## config.mk

```make
export PLATFORM = sky130hd
export DESIGN_NAME = delta_of_delta_varint_encoder
export DESIGN_NICKNAME = d
export VERILOG_FILES = /design/src/rtl/core/dodv_pkg.sv /design/src/rtl/core/dodv_seq.sv /design/src/rtl/core/delta_of_delta_varint_encoder.sv
export SDC_FILE = /design/constraint.sdc
export NUM_CORES = 1
export LEC_CHECK = 0
export ABC_AREA = 1
export BUFFER_PORTS_ARGS = -buffer_cell sky130_fd_sc_hd__buf_2
export CAP_MARGIN = 20
export CORE_MARGIN = 5
export CORE_UTILIZATION = 59
export CTS_BUF_LIST = sky130_fd_sc_hd__clkbuf_4 sky130_fd_sc_hd__clkbuf_8
export DETAILED_ROUTE_END_ITERATION = 12
export HOLD_SLACK_MARGIN = 0.15
export PLACE_DENSITY = 0.79
export SYNTH_ARGS = -nofsm -noshare
export SYNTH_HDL_FRONTEND = slang
export SYNTH_SLANG_ARGS = --single-unit
```

## constraint.sdc

```tcl
create_clock -name clk -period 10.54 [get_ports clk]
set_input_delay 2.108 -clock clk [delete_from_list [all_inputs] [get_ports clk]]
set_output_delay 2.108 -clock clk [all_outputs]
set_load 0.01 [all_outputs]
```

## src/rtl/core/dodv_pkg.sv

```systemverilog
// ----------------------------------------------------------------------------
// dodv_pkg
// Shared types, constants and the control store of the delta-of-delta
// zigzag varint encoder.
// ----------------------------------------------------------------------------
package dodv_pkg;

  localparam int SAMPLE_BITS = 64;
  localparam int MAX_BYTES   = (SAMPLE_BITS + 6) / 7;
  localparam int CNT_W       = $clog2(MAX_BYTES);
  localparam int STEP_W      = 3;
  localparam int PHASE_W     = 2;

  // phase codes
  localparam logic [PHASE_W-1:0] PH_FIRST  = 2'd0;
  localparam logic [PHASE_W-1:0] PH_SECOND = 2'd1;
  localparam logic [PHASE_W-1:0] PH_STEADY = 2'd2;

  // coded value source
  localparam logic [1:0] SEL_VALUE = 2'd0;
  localparam logic [1:0] SEL_DIFF  = 2'd1;
  localparam logic [1:0] SEL_DOD   = 2'd2;

  // jump conditions
  localparam logic [2:0] JC_NEVER     = 3'd0;
  localparam logic [2:0] JC_ALWAYS    = 3'd1;
  localparam logic [2:0] JC_IN_ACC    = 3'd2;
  localparam logic [2:0] JC_PH_FIRST  = 3'd3;
  localparam logic [2:0] JC_PH_SECOND = 3'd4;
  localparam logic [2:0] JC_LAST_DONE = 3'd5;

  // program steps
  localparam logic [STEP_W-1:0] ST_WAIT   = 3'd0;
  localparam logic [STEP_W-1:0] ST_FIRST  = 3'd1;
  localparam logic [STEP_W-1:0] ST_DIFF   = 3'd2;
  localparam logic [STEP_W-1:0] ST_DOD    = 3'd3;
  localparam logic [STEP_W-1:0] ST_COMMIT = 3'd4;
  localparam logic [STEP_W-1:0] ST_EMIT   = 3'd5;

  typedef struct packed {
    logic              wait_in;   // ready for an item, load sample
    logic              ld_coded;
    logic [1:0]        coded_sel;
    logic              ld_delta;
    logic              commit;    // update history, zigzag the coded value
    logic              emit;      // present the current byte
    logic [2:0]        cond;
    logic              hold;      // stay on this step when cond is false
    logic [STEP_W-1:0] target;
  } ctl_word_t;

  typedef struct packed {
    logic in_acc;
    logic ph_first;
    logic ph_second;
    logic last_done;
  } seq_status_t;

  function automatic ctl_word_t ctl_rom(input logic [STEP_W-1:0] step);
    ctl_word_t w;
    w = '{wait_in: 1'b0, ld_coded: 1'b0, coded_sel: SEL_VALUE, ld_delta: 1'b0,
          commit: 1'b0, emit: 1'b0, cond: JC_ALWAYS, hold: 1'b0, target: ST_WAIT};
    case (step)
      ST_WAIT: begin
        w.wait_in = 1'b1;
        w.cond    = JC_IN_ACC;
        w.hold    = 1'b1;
        w.target  = ST_FIRST;
      end
      ST_FIRST: begin
        w.ld_coded  = 1'b1;
        w.coded_sel = SEL_VALUE;
        w.cond      = JC_PH_FIRST;
        w.target    = ST_COMMIT;
      end
      ST_DIFF: begin
        w.ld_coded  = 1'b1;
        w.coded_sel = SEL_DIFF;
        w.ld_delta  = 1'b1;
        w.cond      = JC_PH_SECOND;
        w.target    = ST_COMMIT;
      end
      ST_DOD: begin
        w.ld_coded  = 1'b1;
        w.coded_sel = SEL_DOD;
        w.cond      = JC_NEVER;
      end
      ST_COMMIT: begin
        w.commit = 1'b1;
        w.cond   = JC_NEVER;
      end
      ST_EMIT: begin
        w.emit   = 1'b1;
        w.cond   = JC_LAST_DONE;
        w.hold   = 1'b1;
        w.target = ST_WAIT;
      end
      default: begin
        w.cond   = JC_ALWAYS;
        w.target = ST_WAIT;
      end
    endcase
    return w;
  endfunction

endpackage

```

## src/rtl/core/dodv_seq.sv

```systemverilog
// ----------------------------------------------------------------------------
// dodv_seq
// Step counter and control store: one control word per step, with
// conditional jumps on datapath status.
// ----------------------------------------------------------------------------
module dodv_seq (
  input  logic                 clk,
  input  logic                 rst_n,
  input  dodv_pkg::seq_status_t status,
  output dodv_pkg::ctl_word_t   ctl
);
  import dodv_pkg::*;

  logic [STEP_W-1:0] step_r;
  logic [STEP_W-1:0] step_nxt;
  logic              taken;

  assign ctl = ctl_rom(step_r);

  always_comb begin
    case (ctl.cond)
      JC_NEVER:     taken = 1'b0;
      JC_ALWAYS:    taken = 1'b1;
      JC_IN_ACC:    taken = status.in_acc;
      JC_PH_FIRST:  taken = status.ph_first;
      JC_PH_SECOND: taken = status.ph_second;
      JC_LAST_DONE: taken = status.last_done;
      default:      taken = 1'b1;
    endcase
  end

  always_comb begin
    if (taken) begin
      step_nxt = ctl.target;
    end else if (ctl.hold) begin
      step_nxt = step_r;
    end else begin
      step_nxt = step_r + STEP_W'(1);
    end
  end

  always_ff @(posedge clk) begin
    if (!rst_n) begin
      step_r <= ST_WAIT;
    end else begin
      step_r <= step_nxt;
    end
  end

endmodule

```

## src/rtl/core/delta_of_delta_varint_encoder.sv

```systemverilog
// ----------------------------------------------------------------------------
// delta_of_delta_varint_encoder
// Codes each sample as itself, its delta, or its delta of delta, zigzag
// maps the result and sends it out as a little-endian base-128 varint.
//
//   channel | ports                                | direction
//   --------+--------------------------------------+----------
//   input   | in_valid in_ready in_sample          | in
//   result  | out_valid out_ready out_code_byte     | out
//           | out_last_byte                        |
//
// one item takes 3, 4 or 5 control steps (first, second or steady sample,
// the accepting step included) plus one cycle per varint byte (1 to 10)
// while the result is not stalled, as the microcode sequence sets it
// reset returns the step counter to the wait step and the phase to first
// a stalled result byte holds the byte step; no item is taken meanwhile
// ----------------------------------------------------------------------------
module delta_of_delta_varint_encoder (
  input  logic        clk,
  input  logic        rst_n,
  input  logic        in_valid,
  output logic        in_ready,
  input  logic [63:0] in_sample,
  output logic        out_valid,
  input  logic        out_ready,
  output logic [7:0]  out_code_byte,
  output logic        out_last_byte
);
  import dodv_pkg::*;

  ctl_word_t   ctl;
  seq_status_t status;

  logic [SAMPLE_BITS-1:0] value_r;
  logic [SAMPLE_BITS-1:0] prev_sample_r;
  logic [SAMPLE_BITS-1:0] prev_delta_r;
  logic [SAMPLE_BITS-1:0] delta_r;
  logic [SAMPLE_BITS-1:0] coded_r;
  logic [SAMPLE_BITS-1:0] zz_r;
  logic [CNT_W-1:0]       cnt_r;
  logic [PHASE_W-1:0]     phase_r;

  logic [SAMPLE_BITS-1:0] diff;
  logic [SAMPLE_BITS-1:0] coded_nxt;
  logic [SAMPLE_BITS-1:0] zigzag;
  logic                   in_acc;
  logic                   out_acc;
  logic                   is_last;

  dodv_seq u_seq (
    .clk    (clk),
    .rst_n  (rst_n),
    .status (status),
    .ctl    (ctl)
  );

  assign in_ready  = ctl.wait_in;
  assign out_valid = ctl.emit;
  assign in_acc    = in_valid & in_ready;
  assign out_acc   = out_valid & out_ready;

  assign diff   = value_r - prev_sample_r;
  assign zigzag = {coded_r[SAMPLE_BITS-2:0], 1'b0} ^ {SAMPLE_BITS{coded_r[SAMPLE_BITS-1]}};

  // last group when nothing above bit 6 remains, or the byte cap is reached
  assign is_last       = (zz_r[SAMPLE_BITS-1:7] == '0) || (cnt_r == CNT_W'(MAX_BYTES - 1));
  assign out_code_byte = is_last ? zz_r[7:0] : {1'b1, zz_r[6:0]};
  assign out_last_byte = is_last;

  assign status = '{in_acc:    in_acc,
                    ph_first:  (phase_r == PH_FIRST),
                    ph_second: (phase_r == PH_SECOND),
                    last_done: (out_acc & is_last)};

  always_comb begin
    case (ctl.coded_sel)
      SEL_VALUE: coded_nxt = value_r;
      SEL_DIFF:  coded_nxt = diff;
      SEL_DOD:   coded_nxt = delta_r - prev_delta_r;
      default:   coded_nxt = value_r;
    endcase
  end

  // payload registers
  always_ff @(posedge clk) begin
    if (in_acc) begin
      value_r <= in_sample[SAMPLE_BITS-1:0];
    end
    if (ctl.ld_coded) begin
      coded_r <= coded_nxt;
    end
    if (ctl.ld_delta) begin
      delta_r <= diff;
    end
    if (ctl.commit) begin
      zz_r <= zigzag;
    end else if (out_acc && !is_last) begin
      zz_r <= zz_r >> 7;
    end
  end

  // history and control state
  always_ff @(posedge clk) begin
    if (!rst_n) begin
      prev_sample_r <= '0;
      prev_delta_r  <= '0;
      phase_r       <= PH_FIRST;
      cnt_r         <= '0;
    end else begin
      if (ctl.commit) begin
        prev_sample_r <= value_r;
        if (phase_r != PH_FIRST) begin
          prev_delta_r <= delta_r;
        end
        phase_r <= (phase_r == PH_FIRST) ? PH_SECOND : PH_STEADY;
        cnt_r   <= '0;
      end else if (out_acc && !is_last) begin
        cnt_r <= cnt_r + CNT_W'(1);
      end
    end
  end

endmodule
```

======== Word-level counts from Yosys, hierarchy flattened ========
Cells that the tools add are included.
operators by class
  add/sub/neg operators ................... 4
  eq/ne operators ......................... 14
  mux-type cells .......................... 16
  bitwise operators ....................... 5
  reductions and logical operators ........ 14
operators with widths
  cell                                                                    count
  64-bit 2-to-1 mux                                                       2
  64-bit one-hot mux with 2 select lines                                  1
  64-bit subtractor                                                       2
  64-bit bitwise XOR                                                      1
  57-bit zero test                                                        1
  3-bit one-hot mux with 5 select lines                                   1
  3-bit by 2-bit equality test with 1-bit output (second input constant)  4
  3-bit equality test (second input constant)                             4
  3-bit one-hot mux with 3 select lines                                   1
  8-bit 2-to-1 mux                                                        1
  2-bit OR reduction                                                      4
  3-bit zero test                                                         2
  3-bit 2-to-1 mux                                                        2
  3-bit one-hot mux with 2 select lines                                   1
  1-bit 2-to-1 mux                                                        5
  1-bit one-hot mux with 5 select lines                                   1
  4-bit by 1-bit adder with 4-bit output (second input constant)          1
  2-bit by 1-bit equality test with 1-bit output (second input constant)  2
  4-bit equality test (second input constant)                             1
  2-bit nonzero test                                                      2
  3-bit by 1-bit adder with 3-bit output (second input constant)          1
  1-bit AND                                                               3
  3-bit by 1-bit equality test with 1-bit output (second input constant)  1
  2-bit equality test (second input constant)                             1
  other kinds (8)                                                         8
storage, ports and cells
  bits in registers ....................... 393
  bits of input ports ..................... 68
  output and inout bits ................... 11
  logic and storage cells ................. 62

======== Depth between registers and ports, before layout ========
Gate-level depths: netlist of the first run.
  depth after elaboration ................. 6
  gate-level depth with buffers ........... 19
  depth with buffers taken out ............ 19

======== Hierarchy ========
Synthesis of the first run repeated with hierarchy kept, for this count alone.
unflattened totals
  cells, all modules ...................... 4090
  area total of the unflattened synthesis .. 27597.7 µm²
modules (own cells, without submodules)
  module                         instances  cells an instance  area an instance (µm²)  seq. area each (µm²)
  delta_of_delta_varint_encoder  1          4013               27077.2                 10369.9
  dodv_seq                       1          77                 520.5                   60.1

======== Worst setup path after synthesis of the first run ========
Ideal clock, no wire load.
  kind .................................... reg-to-reg
  start point ............................. register u_seq.step_r[0]
  end point ............................... register coded_r[0] (enable)
  setup time .............................. 0.574 ns
  arrival time ............................ 6.157 ns
  data required time ...................... 9.966 ns
  slack ................................... 3.809 ns
  stages on the path, launching flop included .. 8
  buffers on the path ..................... 0
  period minus slack after synthesis ...... 6.731 ns
  cell sequence ........................... dfxtp_1 -> inv_1 -> ha_1 -> inv_1 -> nor2_1 -> inv_1 -> ha_1 -> o21ai_0
RTL lines
  element                   RTL line                             RTL
  start: declaration        dodv_seq.sv:14                       logic [STEP_W-1:0] step_r;
  start signal: assignment  dodv_seq.sv:46                       step_r <= step_nxt;
  end signal: assignment    delta_of_delta_varint_encoder.sv:90  coded_r <= coded_nxt;
  end: declaration          delta_of_delta_varint_encoder.sv:38  logic [SAMPLE_BITS-1:0] coded_r;

======== Worst setup path in the final report of the first run ========
  start point ............................. register zz_r[7]
  end point ............................... output out_code_byte[7]
between the ends
  longest elaborated chain between the ends .. 3
RTL lines
  element                   RTL line                             RTL
  start: declaration        delta_of_delta_varint_encoder.sv:39  logic [SAMPLE_BITS-1:0] zz_r;
  start signal: assignment  delta_of_delta_varint_encoder.sv:96  zz_r <= zigzag;
  start signal: assignment  delta_of_delta_varint_encoder.sv:98  zz_r <= zz_r >> 7;
  57-bit zero test          delta_of_delta_varint_encoder.sv:66  assign is_last = (zz_r[SAMPLE_BITS-1:7] == '0) || (cnt_r == CNT_W'(MAX_BYTES - 1));
  1-bit logical OR          delta_of_delta_varint_encoder.sv:66
  8-bit 2-to-1 mux *        delta_of_delta_varint_encoder.sv:67  assign out_code_byte = is_last ? zz_r[7:0] : {1'b1, zz_r[6:0]};
  end: declaration          delta_of_delta_varint_encoder.sv:26  output logic [7:0] out_code_byte,
Every way passes the cells marked *; elsewhere a longest branch is shown, timed or not.

==> results of run 1 <==
-- flip-flops by register name (all words and copies together) (netlist names) --
register	flops
phase_r	2
prev_delta_r	64
value_r	64
u_seq.step_r	3
coded_r	64
delta_r	64
zz_r	64
prev_sample_r	64
cnt_r	4
-- cells by family after synthesis --
group           after synthesis  synth area share, %
compound gates              509                9.522
fa+ha+maj                   140                6.452
buf+inv                     883                12.31
simple gates               2017                30.30
xor+xnor                     98                3.326
flops                       393                38.09
-- routing by layer --
metal / global-route usage, % / routed length [µm] / vias to the layer above
met5: 0 / 0 / -
met4: 10.29 / 2473 / 0
met3: 5.784 / 8947 / 134
met2: 48.51 / 34960 / 1044
met1: 47.79 / 36130 / 11212
li1: - / - / 12704
-- how the worst min path moves through the flow --
| stage | from | endpoint | slack [ns] | cells past startpoint |
|---|---|---|---|---|
| after floorplan | prev_sample_r[10] | prev_sample_r[10] | 0.43 | 2 |
| after detailed placement | prev_sample_r[54] | prev_sample_r[54] | 0.45 | 2 |
| after CTS | prev_sample_r[13] | prev_sample_r[13] | 0.46 | 2 |
| after global routing | prev_sample_r[37] | prev_sample_r[37] | 0.47 | 2 |
| final | prev_sample_r[37] | prev_sample_r[37] | 0.45 | 2 |
| after global placement | prev_sample_r[44] | prev_sample_r[44] | 0.44 | 2 |
-- per-stage QoR --
step                      worst slack, ns  instances  instance area, µm²  power (mW)  hold WS (ns)
after CTS                           6.071       4765               29690       7.842        0.4595
after global placement              6.641       4644               28270       6.315        0.4449
after detailed placement            6.616       4644               28270       6.363        0.4506
after floorplan                     3.809       4040               27380       5.213        0.4331
after global routing                6.033       4766               29690       8.459        0.4721
final                               6.187       4766               29690       7.915        0.4533
-- power groups by stage --
| stage | combinational, mW | sequential (mW) | clock (mW) |
|---|---|---|---|
| CTS | 3.79 | 2.56 | 1.49 |
| finish | 3.87 | 2.58 | 1.46 |
| global placement | 3.74 | 2.58 | 0 |
| floorplan | 2.75 | 2.46 | 0 |
| global route | 4.29 | 2.60 | 1.56 |
| detailed placement | 3.77 | 2.59 | 0 |
-- tightest hold or removal path, stage by stage, from the launching register on --
cell and delay [ns]:
sky130_fd_sc_hd__dfxtp_1 0.29, sky130_fd_sc_hd__inv_1 0.06, sky130_fd_sc_hd__a21oi_1 0.05
-- placed cells by master, fill, tap and decap left out, types with 8 or more instances in the layout --
| cell | n |
|---|---|
| sky130_fd_sc_hd__nor4_1 | 14 |
| sky130_fd_sc_hd__nor2_1 | 243 |
| sky130_fd_sc_hd__inv_1 | 777 |
| sky130_fd_sc_hd__ha_1 | 137 |
| sky130_fd_sc_hd__nand3b_1 | 27 |
| sky130_fd_sc_hd__and2_1 | 36 |
| sky130_fd_sc_hd__nand4_1 | 15 |
| sky130_fd_sc_hd__nor2_2 | 15 |
| sky130_fd_sc_hd__buf_2 | 77 |
| sky130_fd_sc_hd__dfxtp_1 | 137 |
| sky130_fd_sc_hd__nor3_1 | 20 |
| sky130_fd_sc_hd__clkinv_1 | 9 |
| sky130_fd_sc_hd__a31oi_1 | 22 |
| sky130_fd_sc_hd__xor2_1 | 27 |
| sky130_fd_sc_hd__edfxtp_1 | 256 |
| sky130_fd_sc_hd__buf_4 | 15 |
| sky130_fd_sc_hd__or2_2 | 8 |
| sky130_fd_sc_hd__nor3_2 | 10 |
| sky130_fd_sc_hd__clkbuf_4 | 24 |
| sky130_fd_sc_hd__o21ai_0 | 223 |
| sky130_fd_sc_hd__nand3_1 | 152 |
| sky130_fd_sc_hd__xnor2_1 | 64 |
| sky130_fd_sc_hd__nand2_1 | 1434 |
| sky130_fd_sc_hd__clkbuf_8 | 76 |
| sky130_fd_sc_hd__a21oi_1 | 250 |
| sky130_fd_sc_hd__nand2_2 | 30 |
-- area by class of cell --
cell class,count,share of cell area [%]
clock inverter,21,0.6448
multi-input combinational,2764,45.88
timing repair buffer,92,1.677
sequential,393,35.13
clock buffer,100,4.130
tap,607,2.558
antenna,1,0.008429
inverter,788,9.967
==> metrics, run 1 <==
cts repair resizes=0; type of element capturing the critical path=primary output; max-slew violation count=0; Distinct cells, synth=40; Critical Path Stages=7; layout net count=4314; Data arrival, critical path=2.24 ns; largest net degree at the start of global routing=96; horizontal extent of the die=225.4 µm; count of endpoints failing setup in the final report=0; Setup Skew=0.04096 ns; gr usage total=32.33%; Worst VDD drop=roughly 0.29 mV; type of the worst setup path=reg -> out; core outline area=46260 µm²; clock tree from TritonCTS=yes; sequential element share of the synthesized area=between 30% and 40%; wire per inst=17.31 µm; delay-heaviest family, CP=simple AND/OR/NAND/NOR gates; kind of start point of the critical path=register; total DRC errors in the routed layout=0; Critical R2R Capture=prev_delta_r[39]; Total Wirelength=82520 µm; commonest cells in the netlist=sky130_fd_sc_hd__nand2_1 (1436), sky130_fd_sc_hd__inv_1 (777), sky130_fd_sc_hd__edfxtp_1 (256); Placer Congestion=roughly 1.1; sequential share of power=between 30% and 40%; cell depth of the worst flop-to-flop path=9; Slew HR=35.01%; number of nets produced by synthesis=4248; proportion of register bits with asynchronous set or reset after synthesis=0%; Worst R2R Start=u_seq.step_r[0]; internal power=4.310 mW; top cells by area, synth=sky130_fd_sc_hd__edfxtp_1 (28%), sky130_fd_sc_hd__nand2_1 (20%), sky130_fd_sc_hd__inv_1 (11%), sky130_fd_sc_hd__dfxtp_1 (10%), sky130_fd_sc_hd__ha_1 (6.3%); min-delay worst type=reg -> reg; peak fanout along the critical path=4; TNS Setup=0 ns; cell with the largest stage delay on the worst path=sky130_fd_sc_hd__edfxtp_1; Port Buffer Count=78; synthesized area per cell=6.778 µm²; data required time at the worst endpoint=about 8.4 ns; switch share=45.55%; Final HPWL DP=66060 µm; crit-path max cell delay=0.38 ns; Critical Path Most Common Cell=sky130_fd_sc_hd__nand2_1; number of sinks handled by clock tree synthesis=393; maximum frequency from static timing analysis=between 200 and 250 MHz; CTS Root Buffer Type=sky130_fd_sc_hd__clkbuf_8; vias in the first global route=22741; First-pass DRT Iterations=8; Syn-to-layout area delta=8.416%; fill cell total of the finished layout=4411; switching component of the power=3.605 mW; ports placed on the boundary=79; share of the synthesized area in the top cell type=between 20 and 30%; Main synth FF type=sky130_fd_sc_hd__edfxtp_1; portion of total power attributed to combinational logic=48.9%; antenna violations before repair=2; total of warnings raised by yosys=0; CTS HTree Levels=3; outcome=finished, final reports clean; post-cts hold buffer count=0; overflow left after global routing=0; violation count after the first detailed-route iteration=approximately 2900; Initial Util=59.20%; area of the mapped netlist=27380 µm²; standby leakage power=about 15 nW; area leader, netlist=sky130_fd_sc_hd__edfxtp_1; list of cells traversed by the critical path=nor4_1, nand4_1, nor2_1, nand2_1, nand2_1, nand2_1, buf_2; Seq. cell area=between 10000 and 15000 µm²; flop2flop setup slack=just over 7 ns; Clock transition at path regs=0.06 ns; clock network fraction of total power=between 10% and 20%; Final Core Density=64.18%; number of max-cap violations=0; first-pass GRT wire length=126400 µm; clock buffers created by TritonCTS=67; Cells after Synth=approximately 4000; largest buffer count on any clock path=3; number of buffer and inverter instances along the worst setup path=1; min cycle time layout=4.353 ns; proportion of layout cells with a drive suffix above 1=~7.1%; area occupied by multi-input gates=about 14000 µm²; setup repair after global routing missed its margin=false; number of synthesized flops with an enable pin=256; source-to-sink clock delay at the later pin of the worst-skew pair=0.67 ns; area enclosed by the die boundary=between 50000 and 60000 µm²; vertical die dimension=225.4 µm; Cell Rows=just under 80; routed via count=25094; Final period util=41.30%; crit path launch=zz_r[7]; Via density=5.265; worst slew pin tran=0.9749 ns; critical path endpoint=out_code_byte[7]; Power Density=266.6 nW/µm²; total of flip-flops plus latches after synthesis=393; buffers inserted by post-CTS timing repair=0; most frequent cell after synthesis=sky130_fd_sc_hd__nand2_1; final count of hold timing violations=0; residual antenna-violating net count after detailed routing=0
Note: power is estimated with default switching activity, not from simulation.
==> run 2, diff against run 1 <==
- clock period: 10.54 -> 4.4 ns (I/O delays scaled with it)
==> run 2 against run 1 <==
Register-to-register slack worse by 5.7 ns. Sequential power up 140%. Combinational power rose by 150%. Flip-flop and latch count unchanged. Highest routed layer is now met5.
==> metrics, run 2 (synthesis gave the netlist of run 1 again) <==
outcome=finished, final reports clean; source-to-sink clock delay at the later pin of the worst-skew pair=0.66 ns; type of element capturing the critical path=primary output; Cell Rows=79; routed via count=roughly 25000; total DRC errors in the routed layout=0; most frequent cells in the layout=sky130_fd_sc_hd__nand2_1 (1434), sky130_fd_sc_hd__inv_1 (777), sky130_fd_sc_hd__edfxtp_1 (256), sky130_fd_sc_hd__a21oi_1 (250), sky130_fd_sc_hd__nor2_1 (243); Total Wirelength=84010 µm; min-delay worst type=in -> reg; maximum frequency from static timing analysis=312.3 MHz; Power, Total=approximately 19 mW; sequential share of power=approximately 33%; Non-Filler Instances=approximately 4800; TNS Setup=0 ns; Initial Util=59.20%; cts repair resizes=0; most frequent standard cell in the layout excluding fill and tap cells=sky130_fd_sc_hd__nand2_1; Cells after DPL=~4700; area enclosed by the die boundary=50820 µm²; horizontal extent of the die=225.4 µm; Final Core Density=64.20%; kind of start point of the critical path=register; post-cts hold buffer count=0; largest net degree at the start of global routing=approximately 180; Final period util=72.77%; peak fanout along the critical path=4; flop2flop setup slack=approximately 1.5 ns; layout net count=4321; Post-Place Cell Area=28390 µm²; final count of hold timing violations=0; internal power=10.20 mW; largest buffer count on any clock path=3; switching component of the power=8.730 mW; Hold Worst Slack=0.3948 ns; Non-Filler Cell Area, Final=29700 µm²; wire per inst=17.62 µm; buffers inserted by post-CTS timing repair=0; core outline area=46260 µm²; number of max-cap violations=0; Clock transition at path regs=0.07 ns; first-pass GRT wire length=128200 µm; setup repair after global routing missed its margin=false; gr usage total=between 30% and 40%; data required time at the worst endpoint=roughly 3.5 ns; CTS Root Buffer Type=sky130_fd_sc_hd__clkbuf_8; proportion of layout cells with a drive suffix above 1=7.234%; max-slew violation count=0; vertical die dimension=225.4 µm; type of the worst setup path=reg -> out; clock tree from TritonCTS=yes; portion of total power attributed to combinational logic=50.2%; violation count after the first detailed-route iteration=~2700; worst slew pin tran=1.133 ns; Final HPWL DP=66870 µm; vias in the first global route=22869; switch share=a little under half; final setup slack of the worst path=1.198 ns; standby leakage power=14.83 nW; CTS HTree Levels=3; First-pass DRT Iterations=6; number of sinks handled by clock tree synthesis=393; Data arrival, critical path=2.32 ns; clock network fraction of total power=between 15 and 20%; Power Density=637.4 nW/µm²; clock buffers created by TritonCTS=66; overflow left after global routing=0; Worst VDD drop=0.4918 mV; Setup Skew=just over 0.04 ns; count of endpoints failing setup in the final report=0; antenna violations before repair=3; Placer Congestion=1.054; ports placed on the boundary=79; Syn-to-layout area delta=8.457%; Post-Place Worst Slack=1.533 ns; residual antenna-violating net count after detailed routing=0; Slew HR=24.45%; Port Buffer Count=78; min cycle time layout=about 3.2 ns; Via density=between 5 and 6
==> run 2: critical path, cell delays in order, from the launching register on <==
cell and delay (ns):
sky130_fd_sc_hd__edfxtp_1 0.38, sky130_fd_sc_hd__nor2_1 0.10, sky130_fd_sc_hd__nor3b_1 0.25, sky130_fd_sc_hd__nand4_1 0.16, sky130_fd_sc_hd__nor2_1 0.35, sky130_fd_sc_hd__nand2_1 0.09
sky130_fd_sc_hd__nand2_1 0.15, sky130_fd_sc_hd__nand2_1 0.06, sky130_fd_sc_hd__buf_2 0.14
==> run 2: area by class of cell <==
cell class | instances | area (µm²)
Tap cell | 607 | 759.5
Multi-Input combinational cell | 2764 | 13630
Clock buffer | 103 | 1242
Clock inverter | 13 | 67.56
Sequential cell | 393 | 10430
Fill cell | 4356 | 16560
Inverter | 788 | 2958
Antenna cell | 1 | 2.502
Timing Repair Buffer | 100 | 608.1
==> run 2: layer usage <==
metal / up-vias / GRT usage, % / share of wire (%)
met2: 1183 / 47.69 / 41
met3: 193 / 7.542 / 12
li1: 12705 / - / -
met1: 11338 / 48.07 / 43
met5: - / 0 / 0.032
met4: 4 / 11.97 / 3.8
==> run 2: path summary, 6_finish.rpt <==
check	to	startpoint	depth (start not counted)
setup / recovery	out_code_byte[7]	zz_r[15]	8
hold / removal	value_r[6]	in_sample[6]	1
setup reg to reg	zz_r[29]	zz_r[15]	10
hold reg to reg	prev_sample_r[46]	prev_sample_r[46]	2
==> run 2: power groups by stage <==
stage          Combinational [mW]  Sequential, mW  Clock (mW)
2_1_floorplan                6.60            5.84           0
3_5_place_dp                 9.19            6.18           0
5_1_grt                      10.5            6.22        3.51
4_1_cts                      9.24            6.11        3.33
6_report                     9.50            6.15        3.28
3_3_place_gp                 9.10            6.15           0
